`src/hdl/min_priority_queue_with_update_core_assert.svh`:
```
// Assertion macros shared by the queue RTL.
`ifndef MIN_PRIORITY_QUEUE_WITH_UPDATE_CORE_ASSERT_SVH
`define MIN_PRIORITY_QUEUE_WITH_UPDATE_CORE_ASSERT_SVH

`ifndef SYNTHESIS
`define MPQ_ASSERT_RST(lbl, clk, rst_n, prop, msg) \
    lbl: assert property (@(posedge clk) disable iff (!rst_n) prop) else $error(msg);
`define MPQ_ASSERT_ALWAYS(lbl, clk, prop, msg) \
    lbl: assert property (@(posedge clk) prop) else $error(msg);
`else
`define MPQ_ASSERT_RST(lbl, clk, rst_n, prop, msg)
`define MPQ_ASSERT_ALWAYS(lbl, clk, prop, msg)
`endif

`endif

```
`src/hdl/mpq_prefix_or.sv`:
```
module mpq_prefix_or #(
    parameter int N = 64
) (
    input  logic [N-1:0] din,
    output logic [N-1:0] dout
);
    localparam int LEVELS = (N > 1) ? $clog2(N) : 1;

    // Log-depth inclusive prefix OR: dout[k] = |din[k:0]
    logic [N-1:0] lvl [0:LEVELS];

    assign lvl[0] = din;

    for (genvar l = 0; l < LEVELS; l++) begin : g_lvl
        assign lvl[l+1] = lvl[l] | (lvl[l] << (1 << l));
    end

    assign dout = lvl[LEVELS];

endmodule

```
`config.mk`:
```
export PLATFORM = sky130hd
export DESIGN_NAME = mpq_prefix_or
export DESIGN_NICKNAME = d
export VERILOG_FILES = /design/src/hdl/min_priority_queue_with_update_core_assert.svh /design/src/hdl/mpq_prefix_or.sv
export SDC_FILE = /design/constraint.sdc
export NUM_CORES = 1
export LEC_CHECK = 0
export BUFFER_PORTS_ARGS = -buffer_cell sky130_fd_sc_hd__buf_4
export CAP_MARGIN = 5
export CORE_ASPECT_RATIO = 1.4
export CORE_MARGIN = 4
export CORE_UTILIZATION = 26
export DETAILED_ROUTE_END_ITERATION = 6
export GPL_ROUTABILITY_DRIVEN = 0
export PLACE_DENSITY = 0.85
export SYNTH_ARGS = -nofsm -noshare
export SYNTH_HDL_FRONTEND = slang
export SYNTH_SLANG_ARGS = --single-unit
```
`constraint.sdc`:
```
create_clock -name vclk -period 1.8
set_input_delay 0.27 -clock vclk [all_inputs]
set_output_delay 0.27 -clock vclk [all_outputs]
set_load 0.02 [all_outputs]
```
==> results of run 1 <==
Yosys cell counts:
cell and n:
nor4_2 2, nor4_1 8, or4_1 6, nor3_4 1
nand2b_1 5, nor2b_1 1, or4_4 2, nor2_1 18
nand4b_1 5, nand4_1 6, and2_1 1, nor3b_1 1
nor4b_1 2, or2_2 6, nor4b_2 1, nand2_1 15
buf_4 1, buf_2 4, inv_1 5, nand3b_1 7
nor3_1 7, or3_1 8, nand3_1 12, nand4bb_1 1
through the flow:
step	setup slack [ns]	utilization, %
after floorplan	-0.3282	-
after global placement	-0.4763	85.71
after detailed placement	-0.4925	85.71
logic make-up after synthesis:
| family | after synthesis | synth area share, % |
|---|---|---|
| and+or+nand+nor | 115 | 93.75 |
| buffers and inverters | 10 | 6.251 |
==> flow_metrics.py, run 1 <==
metrics = {
    "status": {
        "failed_stage": "clock tree synthesis (4_1_cts)",
        "status": "aborted with a tool error",
        "error": "[ERROR DPL-0038] Utilization greater than 100%, impossible to legalize",
    },
    "synth": {
        "syn-cell-area_um2": 740.7,
        "synth.area.top_cells": "nor2_1, nand3_1, nand2_1, nand3b_1, nor4_1",
        "yosysWarnings": 0,
        "syn_nets": 189,
        "yosysUniqueCellTypes": 24,
        "synth.avg_cell_area_um2": 5.926,
        "synth_cells": 125,
        "synth_top_area_share_pct": 9.122,
        "yosysSeqAreaShare_pct": 0,
        "yosys.area.top_type": "nor2_1",
    },
    "floorplan": {
        "die_h_um": 71.16,
        "dieWidth_um": 53.11,
        "initial_core_util_pct": 27.74,
        "rows": 22,
        "ios": 128,
    },
    "clock_tree": {
        "cts_hold_buf": 0,
        "cts_resized": 75,
        "cts_setup_buffers": 10,
    },
    "place": {
        "portBuffers": 128,
        "hpwl_um": 4467,
        "placed_cell_area_mm2": 0.002288,
        "dpl.cell_count": 326,
    },
}
==> run 2: changes to the inputs <==
Settings changed: CORE_AREA from default to 4 4 65 67, CORE_ASPECT_RATIO 1.4 to default, CORE_MARGIN 4 to default, CORE_UTILIZATION 26 to default, DIE_AREA from default to 0 0 69 71, PLACE_DENSITY 0.85 to default, PLACE_DENSITY_LB_ADDON from default to 0.15.
Clock period 1.8 ns to 2.3 ns, I/O delays scaled along.
==> run 2 against run 1 <==
Compared with the run above: the flow now finishes, with violations (setup timing); synthesized cell count is the same; area after synthesis is the same.
==> flow_metrics.py, run 2 <==
metrics = {
    "cells_and_area": {
        "final_cells": 318,
        "post-route-cell-area_mm2": 0.002186,
        "seq_cell_count": 0,
        "fill_cells": 371,
        "final_common_cell": "buf_4",
        "clkbuf_count": 0,
        "regArea_um2": 0,
        "final_nets": 336,
        "antenna_cells": 0,
        "area_growth_pct": 195.1,
        "layout_common_cells": "buf_4, buf_6, nor2_1",
        "drive_above_1_share_pct": 67.04,
    },
    "grt": {
        "grt_max_degree": 39,
        "grt_usage_pct": 14.57,
        "gr-total-overflow": 0,
        "antenna_found_initial": 0,
        "grt_pass1_vias": 1440,
        "grt_pass1_wl_um": 6313,
    },
    "synth": {
        "synth.area.top_cells": "nor2_1, nand3_1, nand2_1, nand3b_1, nor4_1",
        "yosysUniqueCellTypes": 24,
        "syn_nets": 189,
        "synth.avg_cell_area_um2": 5.926,
        "synth_cells": 125,
        "yosys.area.top_type": "nor2_1",
        "syn-cell-area_um2": 740.7,
        "synth_top_area_share_pct": 9.122,
        "synth.most_common_cell": "nor2_1",
        "synth_top_cells_by_count": "nor2_1, nand2_1, nand3_1",
        "yosysSeqAreaShare_pct": 0,
        "yosysWarnings": 0,
    },
    "critical_path": {
        "crit_arrival_ns": 2.08,
        "worst_ep_required_time_ns": 1.96,
        "path_class": "primary input to output port",
        "start_kind": "primary input",
        "path_max_fanout": 10,
        "end_kind": "output port",
    },
    "timing": {
        "tns_ns": -2.271,
        "fin_crit_sh_pct": 105.6,
        "min_period_ns": 2.429,
        "setup_slack_ns": -0.1294,
        "finalHoldViolCount": 0,
        "report.final.slew_viol_count": 0,
        "grt_setup_unrepaired": "true",
        "max_freq_mhz": 411.6,
        "relSlewSlack_pct": 62.78,
        "finalSetupViolCount": 29,
        "tightest_slew_ns": 0.5532,
    },
    "status": {
        "violations": "setup timing",
        "status": "complete, but fails checks",
    },
    "power_and_ir_drop": {
        "p_int_mw": 0.09691,
        "power_density_mw_per_mm2": 70.31,
        "p_seq_share_pct": 0,
        "total_power_mw": 0.1537,
        "total_leakage_power_nw": 0.9384,
        "p_comb_share_pct": 100.0,
        "p_sw_share_pct": 36.94,
        "peakVddDrop_v": 0.00004897,
        "clkPwrFrac_pct": 0,
        "power_switching_mw": 0.05677,
    },
    "floorplan": {
        "rows": 22,
        "die_h_um": 71,
        "ios": 128,
        "dieWidth_um": 69,
        "initial_core_util_pct": 20.39,
        "core_area_mm2": 0.003633,
        "die_area_mm2": 0.004899,
    },
    "routing": {
        "routedWlPerCell_um": 14.41,
        "vias": 1557,
        "drtAntennaViolNets": 0,
        "drc": 0,
        "viasPerCell": 4.896,
        "finalWirelength_um": 4581,
        "drtIter0Drc": 66,
        "first_pass_iters": 4,
    },
    "hold_path": {
        "min_path_cells": 2,
        "hold_path_class": "primary input to output port",
    },
    "place": {
        "post-place-ws_ns": -0.2225,
        "dpl.cell_count": 309,
        "placed_cell_area_mm2": 0.001862,
        "hpwl_um": 3464,
        "portBuffers": 128,
    },
    "job": {
        "max_cap_viol_count": 0,
    },
}
[run 2: cell counts after synthesis]
Identical to the previous run, type by type.
[run 2: worst max-delay path: stages]
cell      delay, ns
buf_6          0.09
or4_4          0.54
or4_4          0.48
nor3_4         0.22
buf_12         0.15
nand4b_1       0.09
buf_4          0.17
[run 2: through the flow]
step / hold slack, ns / utilization (%)
5_1_grt: 0.9325 / 60.16
3_3_place_gp: 0.9192 / 51.24
6_report: 0.9194 / 60.16
4_1_cts: 0.9208 / 53.37
3_5_place_dp: 0.9195 / 51.24
2_1_floorplan: 0.8026 / -
[run 2: what timing repair did]
item                       CTS  global route
buffers inserted             1             3
hold buffers                 0             0
cloned                       0             5
setup endpoints to repair   15            42
pin swaps                    6             4
gates resized for setup     16            33
[run 2: power groups by stage]
| stage | Clock (mW) | Sequential (mW) | Combinational [mW] |
|---|---|---|---|
| finish | 0 | 0 | 0.154 |
| global route | 0 | 0 | 0.166 |
| CTS | 0 | 0 | 0.145 |
| detailed placement | 0 | 0 | 0.142 |
| global placement | 0 | 0 | 0.141 |
| floorplan | 0 | 0 | 0.0318 |
[run 2: final timing paths]
path / slack [ns] / end / from
min: 0.92 / dout[0] / din[0]
max: -0.13 / dout[57] / din[43]
[run 2: layer usage]
layer | share of wire [%] | wire (um) | track usage (%)
met4 | 1.4 | 63 | 1.518
met5 | 0 | 0 | 0
met3 | 7.7 | 353 | 3.125
met1 | 39 | 1771 | 17.56
met2 | 52 | 2392 | 27.22
[run 2: cell families after synthesis]
kind of cell	count (synthesis)	share of synthesized area (%)
buffers and inverters	10	6.251
AND/OR/NAND/NOR	115	93.75
[run 2: cell type report]
class                      instances  area, um^2  area share, %
timing repair buffer             150        1267          57.99
multi-input combinational        115       839.6          38.41
tap                               48       60.06          2.748
inverter                           5       18.77         0.8586
(Power assumes the default switching activity.)
