[config.mk]
export PLATFORM = sky130hd
export DESIGN_NAME = mpq_cell
export DESIGN_NICKNAME = d
export VERILOG_FILES = /design/src/hdl/min_priority_queue_with_update_core_assert.svh /design/src/hdl/mpq_pkg.sv /design/src/hdl/mpq_cell.sv
export SDC_FILE = /design/constraint.sdc
export NUM_CORES = 1
export LEC_CHECK = 0
export ABC_CLOCK_PERIOD_IN_PS = 8000
export BUFFER_PORTS_ARGS = -buffer_cell sky130_fd_sc_hd__buf_4
export CORE_MARGIN = 2
export CORE_UTILIZATION = 23
export CTS_CLUSTER_SIZE = 30
export DETAILED_ROUTE_END_ITERATION = 10
export HOLD_SLACK_MARGIN = 0.05
export PLACE_DENSITY = 0.47
export SETUP_SLACK_MARGIN = 0.3
export SLEW_MARGIN = 20
export SYNTH_ARGS = -nofsm -noshare
export SYNTH_HDL_FRONTEND = slang
export SYNTH_SLANG_ARGS = --single-unit
[constraint.sdc]
create_clock -name clk -period 8 [get_ports clk]
set_input_delay 1.2 -clock clk [delete_from_list [all_inputs] [get_ports clk]]
set_output_delay 1.2 -clock clk [all_outputs]
set_load 0.05 [all_outputs]
[src/hdl/min_priority_queue_with_update_core_assert.svh]
// Assertion macros shared by the queue RTL.
`ifndef MIN_PRIORITY_QUEUE_WITH_UPDATE_CORE_ASSERT_SVH
`define MIN_PRIORITY_QUEUE_WITH_UPDATE_CORE_ASSERT_SVH

`ifndef SYNTHESIS
`define MPQ_ASSERT_RST(lbl, clk, rst_n, prop, msg) \
    lbl: assert property (@(posedge clk) disable iff (!rst_n) prop) else $error(msg);
`define MPQ_ASSERT_ALWAYS(lbl, clk, prop, msg) \
    lbl: assert property (@(posedge clk) prop) else $error(msg);
`else
`define MPQ_ASSERT_RST(lbl, clk, rst_n, prop, msg)
`define MPQ_ASSERT_ALWAYS(lbl, clk, prop, msg)
`endif

`endif

[src/hdl/mpq_pkg.sv]
package mpq_pkg;

    typedef enum logic [1:0] {
        ST_OK      = 2'd0,
        ST_UPDATED = 2'd1,
        ST_EMPTY   = 2'd2,
        ST_FULL    = 2'd3
    } mpq_status_t;

    localparam logic FUNC_PUSH = 1'b0;
    localparam logic FUNC_POP  = 1'b1;

    // Broadcast to every cell of the row.
    typedef struct packed {
        logic wr_en;   // an item is accepted this cycle
        logic ins_en;  // the key entry is placed in the row
    } mpq_ctrl_t;

endpackage

[src/hdl/mpq_cell.sv]
module mpq_cell #(
    parameter int ID_BITS     = 16,
    parameter int WEIGHT_BITS = 31,
    parameter int CNT_W       = 7,
    parameter int INDEX       = 0
) (
    input  logic                   clk,
    input  mpq_pkg::mpq_ctrl_t     ctrl,
    input  logic [ID_BITS-1:0]     key_id,
    input  logic [WEIGHT_BITS-1:0] key_weight,
    input  logic [CNT_W-1:0]       cnt,
    input  logic [ID_BITS-1:0]     prev_id,
    input  logic [WEIGHT_BITS-1:0] prev_weight,
    input  logic                   prev_gt,
    input  logic                   rm_prev,
    input  logic [ID_BITS-1:0]     next_id,
    input  logic [WEIGHT_BITS-1:0] next_weight,
    input  logic                   next_gt,
    input  logic                   rm_here,
    output logic [ID_BITS-1:0]     id,
    output logic [WEIGHT_BITS-1:0] weight,
    output logic                   gt,
    output logic                   match
);
    import mpq_pkg::*;

    logic [ID_BITS-1:0]     id_reg, id_next;
    logic [WEIGHT_BITS-1:0] weight_reg, weight_next;
    logic                   valid;
    logic                   gts_here, gts_prev;
    logic [ID_BITS-1:0]     s_here_id, s_prev_id;
    logic [WEIGHT_BITS-1:0] s_here_w, s_prev_w;

    // Empty slots count as heavier than anything, so gt stays monotone along the row.
    assign valid  = CNT_W'(INDEX) < cnt;
    assign gt     = !valid || (weight_reg > key_weight);
    assign match  = valid && (id_reg == key_id);
    assign id     = id_reg;
    assign weight = weight_reg;

    always_comb
    begin
        // Row after the removal: entries at or past the removed one move down.
        s_here_id = rm_here ? next_id     : id_reg;
        s_here_w  = rm_here ? next_weight : weight_reg;
        gts_here  = rm_here ? next_gt     : gt;
        s_prev_id = rm_prev ? id_reg      : prev_id;
        s_prev_w  = rm_prev ? weight_reg  : prev_weight;
        gts_prev  = rm_prev ? gt          : prev_gt;

        id_next     = s_here_id;
        weight_next = s_here_w;
        if (ctrl.ins_en) begin
            if (gts_prev) begin
                id_next     = s_prev_id;
                weight_next = s_prev_w;
            end else if (gts_here) begin
                id_next     = key_id;
                weight_next = key_weight;
            end
        end
    end

    always_ff @(posedge clk)
    begin
        if (ctrl.wr_en) begin
            id_reg     <= id_next;
            weight_reg <= weight_next;
        end
    end

endmodule

==> impl_metrics.toml, run 1 <==
[outcome]
status = "finished, final reports clean"

[synth]
avgSynthCellArea_um2 = 10.3
synth_fp_nets = 554
ys.flop_type = "edfxtp_1"
synth_seq_cells = 47
netlist.area_leader.share_pct = 37.3
synth_area_um2 = 3780
ys_types = 37
ys.warnings.count = 0
yosysMostFrequentCell = "nor2_1"
yosys.area.top_type = "edfxtp_1"
syn_inst = 368
synth_area_leaders = "edfxtp_1 37%, a221o_1 12%, mux2i_1 12%"
yosysSeqAreaShare_pct = 37.3
async_flop_share_pct = 0
synth_edf_count = 47
synth_common_cells = "51 x nor2_1, 47 x a221o_1, 47 x edfxtp_1, 47 x mux2i_1, 35 x inv_1"

[die]
die_h_um = 132
num_io_pins = 204
dieArea_um2 = 17500
dieWidth_um = 132
initial_core_util_pct = 23.6
core.rowCount = 46
core_area_um2 = 16000

[finish]
seq_area_um2 = 1410
multi_input_area_um2 = 2150
final_nets = 746
fill_cells = 1712
fin_area_um2 = 5650
final_cells = 776
areaGrowthSynthToFinish_pct = 49.3
drive_above_1_share_pct = 39.3
n_antenna_cell = 0
largest_reg_flops = 31
utilization_pct = 35.3

[global_route]
grt_pass1_vias = 3690
antenna_found_initial = 0
grt_max_degree = 51
grt_pass1_wl_um = 20600
track_usage_pct = 15.0
gr-total-overflow = 0

[timing]
finalSetupTns_ns = 0
maxSlewHeadroom_pct = 37.9
layout_setup_ws_ns = 3.53
finalSetupViolCount = 0
maxClockFrequency_mhz = 224
finalCritPeriodShare_pct = 55.9
hold_viol = 0
drv_slew = 0
rsz0062_at_grt = "false"
fin_skew_ns = 0.00833
worst_slew_pin_slew_ns = 0.931
min_period_ns = 4.47
whs_ns = 0.744

[drt]
first_pass_iters = 4
wl_um = 13600
vias = 3679
wl_per_cell_um = 17.6
drc = 0
postRouteAntennaNets = 0
drtIter0Drc = 157
vias_per_cell = 4.74

[placed_design]
placed_area_um2 = 5500
detailedPlace.worstSlack_ns = 3.55
post-place-cells = 769
io_buffers = 203
gp_congestion = 0.784
hpwl_um = 10500

[worst_hold_path]
hold_path.class = "flop to flop"

[setup_path]
critPathRequiredTime_ns = 6.80
critical_path_peak_fanout = 3
worstPathArrival_ns = 3.27
crit_path_end_kind = "primary output"
crit_type = "primary input to primary output"
crit_path_start_kind = "primary input"

[clock_tree]
clock_sinks = 47
insertion_delay_ns = 0.30
tritoncts = "built"
clk_path_buf_depth = 2
postCtsSetupBuffers = 0
post_cts_resized = 0
cts-root-buf = "clkbuf_16"
holdBufCountCts = 0
h-tree-depth = 2
clk_pin_slew_ns = 0.07
cts_buffers = 5

[job]
maxCapViolCount = 0

[pwr]
p_total_mw = 1.02
leakage_nw = 2.69
peakVddDrop_v = 0.0000811
power_density_nw_per_um2 = 180
## cell families (layout without fill, tap and decap cells)
family / after synthesis / in the layout / synth area share [%]
AO/OA/AOI/OAI: 82 / 82 / 18.3
XOR/XNOR: 16 / 16 / 3.71
adder cells (fa/ha/maj): 31 / 31 / 10.3
buffers and inverters: 56 / 248 / 6.82
flip-flops: 47 / 47 / 37.3
multiplexers: 47 / 47 / 12.4
AND/OR/NAND/NOR: 89 / 89 / 11.2
## where the power goes
| group | switching (mW) | internal, mW |
|---|---|---|
| sequential | 0.0315 | 0.321 |
| clock | 0.0962 | 0.113 |
| combinational | 0.269 | 0.185 |
## routing by layer
metal / up-vias / wire length (µm) / global-route usage [%] / share of wire, %
li1: 1799 / - / - / -
met5: - / 0 / 0 / 0
met3: 17 / 924 / 3.81 / 6.8
met2: 145 / 6600 / 25.5 / 48
met4: 0 / 279 / 4.96 / 2.0
met1: 1718 / 5840 / 18.5 / 43
## final cells by class
type | count | area share (%)
Timing Repair Buffer | 206 | 27.4
Inverter | 35 | 2.33
Tap cell | 216 | 4.79
Sequential cell | 47 | 25.0
Clock inverter | 2 | 0.155
Clock buffer | 5 | 2.22
Multi-Input combinational cell | 265 | 38.1
## path summary, 6_finish.rpt
| path | from | end | slack (ns) | cells past startpoint |
|---|---|---|---|---|
| worst max-delay path | key_weight[13] | gt | 3.53 | 10 |
| worst min-delay path | weight[17] | weight[17] | 0.74 | 3 |
| worst max register to register | weight[13] | weight[13] | 4.47 | 9 |
| worst min register to register | weight[17] | weight[17] | 0.74 | 3 |
## cells in the final DEF (no fill, tap or decap), types with 2 or more instances in the layout
cell / n
inv_1: 35
buf_4: 206
mux2i_1: 47
nor4_1: 4
nand4_1: 10
edfxtp_1: 47
ha_1: 31
o21ai_0: 4
nand3_1: 3
nand2_1: 13
a31oi_4: 2
nand4_2: 2
xor2_1: 4
a221o_1: 47
xnor2_1: 12
clkbuf_16: 5
a21oi_1: 15
nor3_1: 2
a211oi_1: 3
nor2_1: 51
## critical path, cell delays in order
cell and delay [ns]:
buf_4 0.08, inv_1 0.04, ha_1 0.31, nand4_1 0.21
nor4_1 0.61, nand2_1 0.13, a21boi_1 0.18, nand2_1 0.15
nand2_1 0.14, buf_4 0.23
Power figures use the tool's default switching activity.
==> run 2, diff against run 1 <==
Settings changed: ABC_AREA set to 1, ABC_CLOCK_PERIOD_IN_PS 8000 to 4100, PLACE_DENSITY 0.47 to 0.45.
Clock period 8 ns to 4.1 ns, I/O delays scaled along.
==> impl_metrics.toml, run 2 <==
[outcome]
status = "finished, final reports clean"

[synth]
synth_area_um2 = 5250
synth_seq_cells = 47
ys.flop_type = "edfxtp_1"
ys.warnings.count = 0
async_flop_share_pct = 0
synth_area_leaders = "edfxtp_1 27%, inv_1 8.3%, ha_1 7.4%"
synth_common_cells = "116 x inv_1, 97 x nand2_1, 69 x nand3_1, 64 x a21oi_1, 55 x nor2_1"
netlist.area_leader.share_pct = 26.9
synth_fp_nets = 915
yosysSeqAreaShare_pct = 26.9
syn_inst = 729
ys_types = 34
avgSynthCellArea_um2 = 7.20
yosysMostFrequentCell = "inv_1"
synth_edf_count = 47
yosys.area.top_type = "edfxtp_1"

[drt]
wl_um = 20400
drc = 0
postRouteAntennaNets = 0
first_pass_iters = 5
vias_per_cell = 4.55
wl_per_cell_um = 17.1
drtIter0Drc = 290
vias = 5420

[die]
core.rowCount = 55
die_h_um = 155
dieArea_um2 = 24100
core_area_um2 = 22500
initial_core_util_pct = 23.3
num_io_pins = 204
dieWidth_um = 155

[timing]
maxClockFrequency_mhz = 342
hold_viol = 0
worst_slew_pin_slew_ns = 0.672
rsz0062_at_grt = "false"
finalCritPeriodShare_pct = 71.3
maxSlewHeadroom_pct = 55.1
drv_slew = 0
min_period_ns = 2.92
whs_ns = 0.655
finalSetupTns_ns = 0
finalSetupViolCount = 0
fin_skew_ns = 0.00868

[placed_design]
hpwl_um = 14200
placed_area_um2 = 6960
io_buffers = 203
gp_congestion = 0.820

[global_route]
grt_pass1_wl_um = 30900
antenna_found_initial = 0
gr-total-overflow = 0
grt_pass1_vias = 5417
track_usage_pct = 16.6
grt_max_degree = 48

[finish]
drive_above_1_share_pct = 39.4
layout_common_cells = "212 x buf_4, 113 x inv_1, 96 x nand2_1"
n_antenna_cell = 0
areaGrowthSynthToFinish_pct = 35.2
largest_reg_flops = 31
fill_cells = 2455
final_common_cell = "buf_4"
fin_area_um2 = 7100
final_nets = 1092

[clock_tree]
clock_sinks = 47
h-tree-depth = 2
cts-root-buf = "clkbuf_16"
insertion_delay_ns = 0.30
clk_path_buf_depth = 2
holdBufCountCts = 0
postCtsSetupBuffers = 0
post_cts_resized = 0
tritoncts = "built"
clk_pin_slew_ns = 0.07
cts_buffers = 5

[pwr]
peakVddDrop_v = 0.000150
power_density_nw_per_um2 = 297
leakage_nw = 3.43

[job]
maxCapViolCount = 0

[setup_path]
critical_path_peak_fanout = 25
worstPathArrival_ns = 2.97
crit_path_end_kind = "flop"
critPathRequiredTime_ns = 4.15
crit_type = "flop to flop"
crit_path_start_kind = "flop"

[worst_hold_path]
hold_path.class = "primary input to flop"
## run 2: cell types whose count changed after synthesis, moves of 8 or more
cell,delta
a21oi_1,+49
a21oi_2,+40
a221o_1,-47
clkbuf_1,+17
inv_1,+81
mux2i_1,-47
nand2_1,+84
nand3_1,+66
nand3_2,+32
nand4_1,-8
o21ai_0,+44
or2_2,+50
xnor2_1,-11
## run 2: critical path, cell delays in order, from the launching register on
cell and delay (ns):
edfxtp_1 0.43, ha_1 0.32, nand2_1 0.06, nor2_1 0.15, nand4_1 0.13, nor2_2 0.18, nand4_1 0.13, nand2_2 0.13
nand2_4 0.07, nand2_2 0.08, nand2_2 0.39, buf_12 0.35, a21oi_1 0.17, a21oi_1 0.08
## run 2: cells by family (layout without fill, tap and decap cells)
family | after synthesis | in the layout | share of synthesized area (%)
simple gates | 321 | 321 | 31.8
compound gates | 165 | 165 | 19.3
buf+inv | 161 | 338 | 14.0
flops | 47 | 47 | 26.9
fa+ha+maj | 31 | 31 | 7.39
xor+xnor | 4 | 4 | 0.667
## run 2: through the flow
| stage | setup slack (ns) | instances | utilization, % | power [mW] |
|---|---|---|---|---|
| after floorplan | 0.877 | 729 | - | 1.36 |
| after global placement | 0.883 | 1184 | 30.9 | 1.71 |
| after detailed placement | 0.829 | 1184 | 30.9 | 1.71 |
| after CTS | 1.14 | 1191 | 31.5 | 2.14 |
| after global routing | 0.886 | 1191 | 31.5 | 2.26 |
| final | 1.18 | 1191 | 31.5 | 2.11 |
## run 2: worst paths after layout
check | start | endpoint | slack, ns | depth (start not counted)
max | weight[22] | weight[0] | 1.18 | 13
min | prev_weight[16] | weight[16] | 0.66 | 3
max reg2reg | weight[22] | weight[0] | 1.18 | 13
min reg2reg | weight[20] | weight[20] | 0.75 | 4
## run 2: area by class of cell
type                    count  area (µm²)  share of cell area [%]
inverters                 116         435                    6.13
flip-flops and latches     47        1410                    19.9
clock inverters             2        8.76                   0.123
multi-input cells         521        3110                    43.8
clock buffers               5         125                    1.76
repair buffers            215        1650                    23.3
well taps                 285         357                    5.02
## run 2: where the power goes
part	internal [mW]	switching, mW	leakage, nW
clock network	0.221	0.199	0.0671
registers	0.607	0.0554	0.448
logic	0.381	0.644	2.92
## run 2: metal layers
metal / wire length [µm] / track usage, % / vias up
met3: 1020 / 2.45 / 19
met2: 9840 / 28.3 / 157
met1: 9110 / 21.9 / 2491
met4: 394 / 4.41 / 0
met5: 0 / 0 / -
li1: - / - / 2753
==> run 3, diff against run 2 <==
Settings changed: ABC_CLOCK_PERIOD_IN_PS 4100 to 2400.
Clock period 4.1 ns to 2.4 ns, I/O delays scaled along.
==> impl_metrics.toml, run 3 (same netlist as run 2, synthesis figures left out) <==
[worst_hold_path]
hold_path.class = "primary input to flop"
hold_depth = 3
min_from = "prev_weight[18]"
min_to = "weight[18]"

[finish]
seq_area_um2 = 1410
fill_cells = 2434
layout_common_cells = "282 x buf_4, 112 x inv_1, 71 x nand2_1"
drive_above_1_share_pct = 54.3
largest_reg_flops = 31
fin_area_um2 = 8750
final_cells = 1292
final_nets = 1191
multi_input_area_um2 = 3660
areaGrowthSynthToFinish_pct = 66.6
final_common_cell = "buf_4"

[setup_path]
crit_type = "flop to primary output"
reg2reg_to = "weight[19]"
cp_top_family = "simple AND/OR/NAND/NOR gates"
r2r_cells = 13
crit_path_end_kind = "primary output"
r2r-start = "weight[22]"
cp_slowest_cell = "edfxtp_1"
worstPathArrival_ns = 2.17
crit_path_start_kind = "flop"
critPathBufInv = 2
cp-startpoint = "weight[22]"
slowest_delay_ns = 0.44
crit_chain = "ha_4, nand2_4, nor2_4, nand4_1, nor2_4, nand4_1, nand2_4, nand2_8, buf_12, buf_12"
critPathRequiredTime_ns = 2.04
critical_path_peak_fanout = 3
rrSetupSlack_ns = -0.09

[outcome]
violations = "setup timing"
status = "finished with violations"

[pwr]
power_frac_comb_pct = 56.8
p_switching_mw = 1.78
peakVddDrop_v = 0.000253
p_seq_share_pct = 26.0
leakage_nw = 4.15
p_sw_share_pct = 41.8
intPower_mw = 2.48
clockPowerShare_pct = 17.3
power_density_nw_per_um2 = 488

[drt]
wl_per_cell_um = 17.5
drtIter0Drc = 218
wl_um = 22600
drc = 0
postRouteAntennaNets = 0
vias = 5916
vias_per_cell = 4.58
first_pass_iters = 4

[clock_tree]
holdBufCountCts = 0
insertion_delay_ns = 0.31
clock_sinks = 47
cts_buffers = 5
h-tree-depth = 2
cts-root-buf = "clkbuf_16"
clk_pin_slew_ns = 0.08
tritoncts = "built"
clk_path_buf_depth = 2

[placed_design]
post-place-cells = 1253
io_buffers = 203
hpwl_um = 15300
gp_congestion = 0.837
placed_area_um2 = 7690

[timing]
maxSlewHeadroom_pct = 58.3
worst_slew_pin_slew_ns = 0.625
whs_ns = 0.393
maxClockFrequency_mhz = 395
layout_setup_ws_ns = -0.129
hold_viol = 0
min_period_ns = 2.53
finalCritPeriodShare_pct = 105
rsz0062_at_grt = "true"
finalSetupViolCount = 95
drv_slew = 0
fin_skew_ns = 0.0107

[die]
core_area_um2 = 22500
num_io_pins = 204
initial_core_util_pct = 23.3
core.rowCount = 55
dieArea_um2 = 24100
die_h_um = 155
dieWidth_um = 155

[global_route]
grt_most_used_layer = "met2"
gr-total-overflow = 0
grt_max_degree = 48
grt_pass1_vias = 5772
track_usage_pct = 17.4
gr-usage-met2_pct = 30.6
grtUsageMet1_pct = 22.1
grt_pass1_wl_um = 31900
use_met3_pct = 2.51
antenna_found_initial = 1

[job]
maxCapViolCount = 0
-- run 3: changes by cell type in the layout (fill, tap and decap cells not counted), moves of 9 or more --
cell,change
a21oi_1,-32
nand2_1,-25
buf_4,+70
buf_12,+9
nand2_2,+18
a21oi_2,+28
nand3_1,-18
nand3_4,+11
-- run 3: power groups by stage --
| stage | clock [mW] | sequential, mW | combinational (mW) |
|---|---|---|---|
| 6_report | 0.737 | 1.11 | 2.42 |
| 5_1_grt | 0.787 | 1.12 | 2.61 |
| 4_1_cts | 0.756 | 1.11 | 2.15 |
| 3_5_place_dp | 0 | 1.13 | 2.01 |
| 3_3_place_gp | 0 | 1.13 | 2.01 |
| 2_1_floorplan | 0 | 1.42 | 0.952 |
-- run 3: per-stage QoR --
stage               power (mW)  util, %  setup WS [ns]  TNS, ns
finish                    4.27     38.9         -0.129    -5.51
global route              4.51     38.9         -0.268   -20.30
CTS                       4.02     35.9        -0.0687    -4.19
detailed placement        3.14     34.2         -0.251   -17.09
global placement          3.14     34.2         -0.274   -19.66
floorplan                 2.37        -         -0.629   -36.62
-- run 3: timing repair --
action                     CTS  global route
cloned                       3             9
setup buffers                7            11
resized for setup           28            79
pin swaps                    3            20
setup endpoints to repair   96            96
-- run 3: layer usage --
| layer | share of wire, % | routed length (µm) |
|---|---|---|
| met1 | 45 | 10200 |
| met2 | 49 | 11100 |
| met5 | 0 | 0 |
| met3 | 3.6 | 826 |
| met4 | 2.3 | 520 |
-- run 3: worst max path at each step --
stage	to	cells after the start	slack (ns)
2_1_floorplan	id[0]	12	-0.63
4_1_cts	weight[14]	14	-0.07
3_3_place_gp	weight[26]	18	-0.27
3_5_place_dp	id[6]	18	-0.25
6_report	gt	10	-0.13
5_1_grt	weight[13]	13	-0.27
-- run 3: worst register-to-register path: stages, from the launching register on --
cell      delay (ns)
edfxtp_1        0.44
ha_4            0.31
nand2_4         0.06
nor2_4          0.10
nand4_1         0.16
nor2_4          0.15
nand4_1         0.15
nand2_4         0.14
nand2_8         0.08
a21oi_4         0.18
buf_6           0.17
buf_16          0.18
nand3_2         0.09
a21oi_2         0.13
-- run 3: cell type report --
| type | instances | share of cell area [%] |
|---|---|---|
| timing repair buffer | 314 | 31.3 |
| multi-input combinational | 521 | 41.9 |
| antenna | 1 | 0.0286 |
| clock buffer | 5 | 1.43 |
| sequential | 47 | 16.1 |
| tap | 285 | 4.08 |
| inverter | 116 | 5.02 |
| clock inverter | 3 | 0.172 |
